===== config.mk =====
export PLATFORM = sky130hd
export DESIGN_NAME = v3nl_lane
export DESIGN_NICKNAME = d
export VERILOG_FILES = /design/src/rtl/v3nl_lane.sv
export SDC_FILE = /design/constraint.sdc
export NUM_CORES = 2
export LEC_CHECK = 0
export ABC_AREA = 1
export BUFFER_PORTS_ARGS = -buffer_cell sky130_fd_sc_hd__buf_2
export CORE_ASPECT_RATIO = 1.5
export CORE_UTILIZATION = 30
export DETAILED_ROUTE_END_ITERATION = 16
export PLACE_DENSITY = 0.51
export SLEW_MARGIN = 20
export SYNTH_ARGS = -nofsm -noshare
export SYNTH_HDL_FRONTEND = slang
export SYNTH_SLANG_ARGS = --single-unit

===== constraint.sdc =====
create_clock -name clk_i -period 9.1 [get_ports clk_i]
set_input_delay 1.82 -clock clk_i [delete_from_list [all_inputs] [get_ports clk_i]]
set_output_delay 1.82 -clock clk_i [all_outputs]
set_load 0.02 [all_outputs]

===== src/rtl/v3nl_lane.sv =====
// One component lane: optional difference, magnitude and square.
// Depends on nothing outside this file; two register stages.
`default_nettype none

module v3nl_lane (
  input  logic               clk_i,
  input  logic               en_i,
  input  logic signed [31:0] a_i,
  input  logic signed [31:0] b_i,
  input  logic               diff_i,
  output logic signed [32:0] v_o,
  output logic        [32:0] m_o,
  output logic        [64:0] sq_o
);

  logic signed [32:0] v_q, v2_q;
  logic        [32:0] m_q, m_d;
  logic        [65:0] prod;
  logic        [64:0] sq_q;

  assign m_d  = v_q[32] ? 33'(-v_q) : 33'(v_q);
  assign prod = 66'(m_d) * 66'(m_d);

  always_ff @(posedge clk_i) begin
    if (en_i) begin
      v_q  <= diff_i ? (33'(a_i) - 33'(b_i)) : 33'(a_i);
      v2_q <= v_q;
      m_q  <= m_d;
      sq_q <= prod[64:0];
    end
  end

  assign v_o  = v2_q;
  assign m_o  = m_q;
  assign sq_o = sq_q;

endmodule

`default_nettype wire


==> results.txt <==
The clock insertion delay at the later pin of the skew report was 0.56 ns. The worst hold margin was 0.546 ns; the post-synthesis area per instance was 8.27 um^2. The core region is 135000 um^2.

The pre-antenna-repair detailed-routing pass consisted of 8 iterations. The predominant post-synthesis flop cell is edfxtp_1. The tools report the distinct cell type count after synthesis as 45.

TritonCTS built the clock tree. The tools report the number of nets in the layout as 6445. The required time of the critical path was 9.36 ns. Counting stages on the worst path, the most repeated cell is fa_1. After layout, the worst path uses 97.5% of the clock period.

For this run, the slowest stage of the critical path takes 0.64 ns. For the pin with the worst max-slew slack, the measured transition is 0.913 ns. Leaving out fill and tap cells, the most frequent cell in the layout is inv_1.

Of the post-synthesis cell area, the dominant cell type holds 42.4%. The total of hold buffers inserted after clock tree synthesis was 0. Along the worst path, the maximum fanout reaches 9.

Once detail routing completed, the nets flagged for antenna violations numbered 0. The smallest clock period supported by the final layout is computed as 8.87 ns. The tools report the overall overflow remaining after global route as 0. Counting both buffers and inverters, the worst setup path holds a total of 6.

The tools report the TritonCTS buffer count as 17. Across every metal layer, demand over resource in global routing totals 23.1%. The tree built by TritonCTS fans out to 161 sinks. Number of setup violations in the final report: 0. STA classifies the critical path endpoint as a flop. The overall die height was 454 um. The number of input and output port buffers inserted works out to 196. The worst setup path is launched from a flop. The min-delay analysis places its worst path in the category reg -> reg.

The number of instances in the synthesized netlist is 4934. In this run the number of H-tree levels came out at 4. Yosys attributes the largest share of cell area to fa_1 (42%), inv_1 (14%), edfxtp_1 (12%). fa_1 takes more of the synthesized area than any other cell. The flow ran to the end, and the final reports show no timing, DRC or antenna violations.

In this run the cell area measured after placement is 44600 um^2. The share of the core filled with cells in the final layout was 33.8%. The top cell types in the final layout, fill and taps aside, are inv_1 (1495), nand2_1 (982), fa_1 (865), nor2_1 (452), ha_1 (290). Summed over all nets, the half-perimeter wirelength after detailed placement is 131000 um. Summing every instance area after synthesis gives 40800 um^2.

The run gives 39.1% as the relative max-transition margin. The first global-routing pass estimated 226000 um of wire. The share of layout cells above drive strength 1 is 9.42%. CTS placed an instance of clkbuf_16 at the clock tree root. Sequential cells were found to cover 11.8% of the synthesized design area.

The initialized floorplan defines 165 standard-cell rows. Fill cells in the final layout number 14400. The logs give 198 for the number of top-level pins and 0 ns for the final-layout setup total negative slack.

The initial utilization of the core area, before any placement, comes to 30.3%. The max-slew violation total from the final report is 0, and the detailed-route via count is 32400. The average wire per standard cell works out to 22.0 um. The run gives 154000 um as the detailed-route wire length. On the critical path, the stage with the largest delay is an instance of fa_1. The setup path with the least slack is of type reg -> reg. The post-synthesis async set-or-reset flop share was 0%; the area added between synthesis and finish was 11.5%. Post-route clock skew: 0.0363 ns. Routability-driven placement finished with a final weighted congestion of 0.965.

The kind of cell with the highest combined delay along the critical path is adder cells. Clock transition at the registers of the reported paths: 0.08 ns. The die area was 138000 um^2.

During synthesis, Yosys emitted a total of 0 warnings. For this run, the top clock speed supported by timing is 113 MHz. After synthesis the netlist holds a flip-flop and latch count of 161. The final count of hold timing violations is 0, and the number of vias per cell is 4.63.

For the number of global-route vias before repair, the log shows 35600. The floorplan step set the die width to 303 um. Entering global routing, the biggest net connects 71 pins. For this run, design rule violations remaining after detail routing come to 0.

The first routing iteration left 1987 violations. Setup repair after global routing could not meet its margin everywhere. The number of antenna violations at the first check in global routing was 4; the final non-filler cell area was 45500 um^2. Data on the critical path arrives at its endpoint at 9.13 ns. In this run the deepest clock path goes through 2 buffers. The count of max-cap constraint violations is 0. The synthesized design contains 161 enable-type register cells.
[sequential cells by signal, indices dropped and copies added, names as in the netlist]
signal	count
m_o	32
v_q	33
sq_o	63
v_o	33
[logic make-up after synthesis]
logic type | count (synthesis) | synth area share, %
simple gates | 1733 | 17.5
xor+xnor | 57 | 1.22
flops | 161 | 11.8
buf+inv | 1621 | 15.4
fa+ha+maj | 1156 | 51.3
other cells | 2 | 0.0184
compound gates | 204 | 2.65
[through the flow]
| step | instances | worst slack, ns |
|---|---|---|
| 2_1_floorplan | 4958 | 1.27 |
| 3_3_place_gp | 6944 | -0.382 |
| 3_5_place_dp | 6944 | -0.193 |
| 4_1_cts | 6976 | 0.104 |
| 5_1_grt | 6989 | -0.0248 |
| 6_report | 6991 | 0.227 |
[worst paths after layout]
kind / to / slack [ns] / cells after the start / start
worst min-delay path: v_o[15]$_DFFE_PP_ / 0.55 / 0 / v_q[15]$_DFFE_PP_
worst min register to register: v_o[15]$_DFFE_PP_ / 0.55 / 0 / v_q[15]$_DFFE_PP_
worst max-delay path: sq_o[62]$_DFFE_PP_ / 0.23 / 32 / v_q[12]$_DFFE_PP_
worst max register to register: sq_o[62]$_DFFE_PP_ / 0.23 / 32 / v_q[12]$_DFFE_PP_
[timing repair]
action                     CTS  global route
buffers inserted             0            12
gates resized for setup      5            31
pin swaps                    0             1
setup endpoints to repair    9            28
[routing by layer]
layer | part of all wire, % | vias up | GRT usage, %
met5 | 0.019 | - | 0
met4 | 8.6 | 6 | 16.7
met3 | 5.4 | 391 | 4.17
met2 | 52 | 1022 | 42.2
met1 | 33 | 16200 | 23.3
li1 | - | 14700 | -
[area by class of cell]
type	instances	area [um^2]	area share, %
multi-input cells	3176	29900	65.7
inverters	1525	5760	12.6
flip-flops and latches	161	4830	10.6
well taps	1753	2190	4.82
repair buffers	341	2190	4.80
clock buffers	17	425	0.935
clock inverters	15	230	0.506
diodes	3	7.51	0.0165
[synthesized netlist by cell type, types with 18 or more instances]
cell,instances
a21oi_1,103
fa_1,865
nand2_1,983
nor2_2,32
xor2_1,39
nand3_1,132
nand4_1,36
edfxtp_1,161
inv_1,1497
inv_2,20
nor2_1,459
ha_1,291
o21ai_0,71
xnor2_1,18
buf_2,50
nor3_1,21
Power is left out: the tool's default activity adds up to more than one toggle a clock period on the data nets, which glitch-free logic cannot reach.
