<file path="config.mk">
export PLATFORM = sky130hd
export DESIGN_NAME = v3nl_div
export DESIGN_NICKNAME = d
export VERILOG_FILES = /design/src/rtl/v3nl_pkg.sv /design/src/rtl/v3nl_div.sv
export SDC_FILE = /design/constraint.sdc
export NUM_CORES = 2
export LEC_CHECK = 0
export ABC_CLOCK_PERIOD_IN_PS = 4000
export BUFFER_PORTS_ARGS = -buffer_cell sky130_fd_sc_hd__buf_2
export CAP_MARGIN = 10
export CORE_MARGIN = 2
export CORE_UTILIZATION = 40
export CTS_CLUSTER_SIZE = 40
export DETAILED_ROUTE_END_ITERATION = 10
export PLACE_DENSITY = 0.6
export SLEW_MARGIN = 10
export SYNTH_ARGS = -nofsm -noshare
export SYNTH_HDL_FRONTEND = slang
export SYNTH_SLANG_ARGS = --single-unit
export TNS_END_PERCENT = 5
</file>
<file path="constraint.sdc">
create_clock -name clk_i -period 4 [get_ports clk_i]
set_input_delay 0.8 -clock clk_i [delete_from_list [all_inputs] [get_ports clk_i]]
set_output_delay 0.8 -clock clk_i [all_outputs]
set_load 0.005 [all_outputs]
</file>
<file path="src/rtl/v3nl_pkg.sv">
// Package for the 3D vector normalize/length pipeline.
// Holds operation codes, pipeline depths and shared payload types; no dependencies.
`default_nettype none

package v3nl_pkg;

  typedef enum logic [1:0] {
    OP_NORM = 2'd0,
    OP_DIFF = 2'd1,
    OP_LEN  = 2'd2,
    OP_RSVD = 2'd3
  } op_e;

  localparam int unsigned LANES      = 3;
  localparam int unsigned SQRT_STEPS = 34;  // root bits 33..0
  localparam int unsigned DIV_STEPS  = 31;  // quotient bits 30..0
  localparam int unsigned DIV_LAT    = DIV_STEPS + 1;

  // Payload that rides along the square-root pipeline.
  typedef struct packed {
    op_e                           op;
    logic [LANES-1:0][32:0]        v;   // signed 33-bit component
    logic [LANES-1:0][32:0]        m;   // magnitude
  } sq_pay_t;

endpackage

`default_nettype wire

</file>
<file path="src/rtl/v3nl_div.sv">
// Pipelined restoring divider for one lane: round(m * 2^30 / len), one quotient bit per stage.
// Depends on v3nl_pkg for the stage count.
`default_nettype none

module v3nl_div (
  input  logic        clk_i,
  input  logic        en_i,
  input  logic [32:0] m_i,
  input  logic [32:0] len_i,
  output logic [30:0] q_o
);
  import v3nl_pkg::*;

  logic [62:0] n_q;
  logic [32:0] dlen_q;

  logic [33:0] rem_q [DIV_STEPS];
  logic [30:0] nb_q  [DIV_STEPS];
  logic [32:0] len_q [DIV_STEPS];
  logic [30:0] q_q   [DIV_STEPS];

  // numerator with the half-divisor rounding term
  always_ff @(posedge clk_i) begin
    if (en_i) begin
      n_q    <= {m_i[32:0], 30'd0} + 63'(len_i[32:1]);
      dlen_q <= len_i;
    end
  end

  for (genvar k = 0; k < DIV_STEPS; k++) begin : g_step
    logic [33:0] rem_in, rem_sh;
    logic [30:0] nb_in, q_in;
    logic [32:0] len_in;
    logic        ge;

    if (k == 0) begin : g_first
      // quotient fits 31 bits, so the top numerator bits are already below len
      assign rem_in = {2'b00, n_q[62:31]};
      assign nb_in  = n_q[30:0];
      assign len_in = dlen_q;
      assign q_in   = '0;
    end else begin : g_next
      assign rem_in = rem_q[k-1];
      assign nb_in  = nb_q[k-1];
      assign len_in = len_q[k-1];
      assign q_in   = q_q[k-1];
    end

    assign rem_sh = {rem_in[32:0], nb_in[30]};
    assign ge     = (rem_sh >= {1'b0, len_in});

    always_ff @(posedge clk_i) begin
      if (en_i) begin
        rem_q[k] <= ge ? (rem_sh - {1'b0, len_in}) : rem_sh;
        nb_q[k]  <= {nb_in[29:0], 1'b0};
        len_q[k] <= len_in;
        q_q[k]   <= {q_in[29:0], ge};
      end
    end
  end

  assign q_o = q_q[DIV_STEPS-1];

endmodule

`default_nettype wire

</file>
==> flow_summary.toml <==
[run_status]
outcome = "completed"

[global_route]
globalRouteOverflowTotal = 0
grt_pass1_wl_um = 521600
grtUsageTotal_pct = 18.42
grt_pass1_vias = 91600
grt_max_degree = 157
antenna_found_initial = 3

[setup_path]
crit_family = "compound AO/OA/AOI/OAI gates"
r2r_start = "len_q[0][286]$_DFFE_PP_"
crit_slowest_cell = "a221o_1"
critPathBufInv = 4
crit_end = "rem_q[4][58]$_DFFE_PP_"
crit_path_end_kind = "flip-flop"
required_ns = 4.63
path_common_cell = "inv_1"
cp_data_arrival_time_ns = 4.57
crit_path_start_kind = "flip-flop"
cp_num_cells = 17
crit_fanout = 13
critPathLaunch = "len_q[0][286]$_DFFE_PP_"
max_stage_delay_ns = 0.40
r2r_end = "rem_q[4][58]$_DFFE_PP_"
reg2reg_setup_slack_ns = 0.06
r2r_cells = 17
worstSetupPathType = "reg2reg"
worstPathCellList = "inv_1, ha_1, inv_1, fa_1, nand3_1, a21oi_1, o41ai_2, buf_4, o21ai_1, a21oi_2, a31oi_1, a221o_1, a31oi_4, o211ai_1, a211o_2, clkbuf_16, mux2_4"

[flow_run]
drv_cap = 0

[sta]
worst_pin_slew_ns = 1.109
fmax_mhz = 254.0
rsz0062_at_grt = "true"
clock_skew_ns = 0.08669
drv_slew = 0
fin_hold_ws_ns = 0.1214
setup_viol = 0
fin_crit_sh_pct = 98.41
max_slew_margin_pct = 26.08
hold_viol_final = 0
layout_setup_ws_ns = 0.06353
period_minus_slack_ns = 3.936

[drt]
dr_total_vias = 94230
drc = 0
drt-wirelength-per-cell_um = 18.99
first_pass_iters = 6
wl_um = 338700
viasPerCell = 5.284
drtAntennaViolNets = 0
drtIter0Drc = 7202

[pwr]
leakagePower_nw = 65.94
p_switching_mw = 50.59
p_int_mw = 84.47
sw_frac_of_total_pct = 37.46
power.density_nw_per_um2 = 837.0
comb_power_share_pct = 46.4
peakVddDrop_mv = 0.6230
power.total_mw = 135.1
seqPwrFrac_pct = 33.4
pwr-share-clk_pct = 20.2

[floorplanning]
core_area_sq_um = 351900
die_x_um = 597.8
die_area_sq_um = 357400
dieHeight_um = 597.8
rows = 218
initial_core_util_pct = 40.08
ios = 99

[logic_synthesis]
ys_seq_area_share_pct = 54.12
dominantRegCellSynth = "edfxtp_1"
syn-cell-area_sq_um = 141000
synthCells = 12420
synth_top_area_cell = "edfxtp_1"
syn_area_per_cell_sq_um = 11.36
synth_area_leaders = "edfxtp_1, ha_1, a21oi_1"
synth_edf_count = 2542
async_reset_ff_share_pct = 0
yosys_warnings = 0
netlist-cell-type-count = 92
synth_top_cell_area_share_pct = 54.12
syn-num-nets = 13540
synth-seq-cells = 2542

[worst_hold_path]
holdCritPathClass = "in2reg"

[cells_and_area]
drive_gt1_share_pct = 9.818
final_cell_count_no_fill = 17830
area_growth_pct = 14.40
fin_nets = 14110

[place]
hpwl_um = 255700
dp_cells = 17240
place_ws_ns = -0.07671
io_buffers = 98
gp_congestion = 0.8915

[clock_network]
clk_path_buf_depth = 4
clk_pin_slew_ns = 0.06
cts_tree = "yes"
htreeDepth = 5
numCtsBuffers = 292
cts.sinks = 2542
worstSkewPairLatency_ns = 0.94
cts-root-buf = "clkbuf_16"
==> power groups by stage <==
stage	Combinational, mW	Sequential (mW)	Clock, mW
after floorplan	45.6	42.3	0
after global placement	59.9	45.9	0
after detailed placement	60.4	45.8	0
after CTS	60.9	45.3	28.1
after global routing	69.7	45.7	29.0
final	62.6	45.1	27.3
==> final cells by class <==
type | count | area (sq um)
multi-input combinational | 8299 | 59490
timing repair buffer | 592 | 5301
inverter | 1256 | 4715
antenna | 2 | 5.005
fill | 32240 | 190500
clock buffer | 341 | 7619
clock inverter | 181 | 2107
tap | 4620 | 5781
sequential | 2542 | 76330
==> flip-flops by register name, summed over array words and instances (netlist names) <==
name and cells:
n_q 63, q_q 496, rem_q 990, dlen_q 3, len_q 990
==> stage by stage <==
step	util (%)	setup TNS, ns	area (sq um)
2_1_floorplan	-	0	141000
3_3_place_gp	42.66	-0.07649	150100
3_5_place_dp	42.66	-0.7109	150100
4_1_cts	45.53	-0.2751	160200
5_1_grt	45.86	-4.136	161300
6_report	45.86	0	161400
==> metal layers <==
layer	wire [um]	up-vias	track usage (%)
li1	-	46690	-
met1	148900	45170	23.94
met2	167300	1859	32.38
met3	12910	516	1.861
met4	9647	0	5.410
met5	0	-	0
==> worst min path at each step <==
stage / from / end / slack [ns] / cells past startpoint
final: len_i[31] / dlen_q[31]$_DFFE_PP_ / 0.12 / 1
after global routing: len_i[31] / dlen_q[31]$_DFFE_PP_ / 0.07 / 1
after CTS: len_i[31] / dlen_q[31]$_DFFE_PP_ / 0.04 / 1
after detailed placement: q_q[0][125]$_DFFE_PP_ / q_q[0][157]$_DFFE_PP_ / 0.40 / 0
after global placement: q_q[1][255]$_DFFE_PP_ / q_q[1][287]$_DFFE_PP_ / 0.40 / 0
after floorplan: q_q[0][93]$_DFFE_PP_ / q_q[0][125]$_DFFE_PP_ / 0.40 / 0
==> cells by family after synthesis <==
group,after synthesis,share of synthesized area [%]
fa+ha+maj,1056,9.533
buf+inv,1577,4.268
flops,2542,54.12
mux,370,3.014
compound gates,3371,14.83
simple gates,2599,8.630
xor+xnor,903,5.607
==> placed cells by master, fill, tap and decap left out, types with 152 or more instances in the layout <==
master,instances
o21bai_1,152
a21oi_1,1123
edfxtp_1,2542
o21ai_0,480
xor2_1,364
nand3_1,225
nand2_1,818
buf_4,375
clkbuf_16,309
o21ai_1,261
a21o_1,563
nor2_1,702
nor2b_1,167
xnor2_1,539
ha_1,1016
nand4_1,159
mux2_1,252
inv_1,1239
==> synthesized netlist by cell type, types with 227 or more instances <==
cell,instances
a21o_1,566
a21oi_1,1148
clkbuf_1,266
edfxtp_1,2542
ha_1,1025
inv_1,1252
mux2_1,264
nand2_1,820
nand3_1,227
nor2_1,704
o21ai_0,482
o21ai_1,276
xnor2_1,539
xor2_1,364
==> what timing repair did <==
action / in CTS / in global routing
pin swaps: 7 / 71
endpoints found under the hold margin: 31 / 0
gates cloned: 1 / 13
buffers inserted: 0 / 26
gates resized for setup: 10 / 164
setup endpoints to repair: 138 / 701
hold buffers: 31 / 0
(Power assumes the default switching activity.)
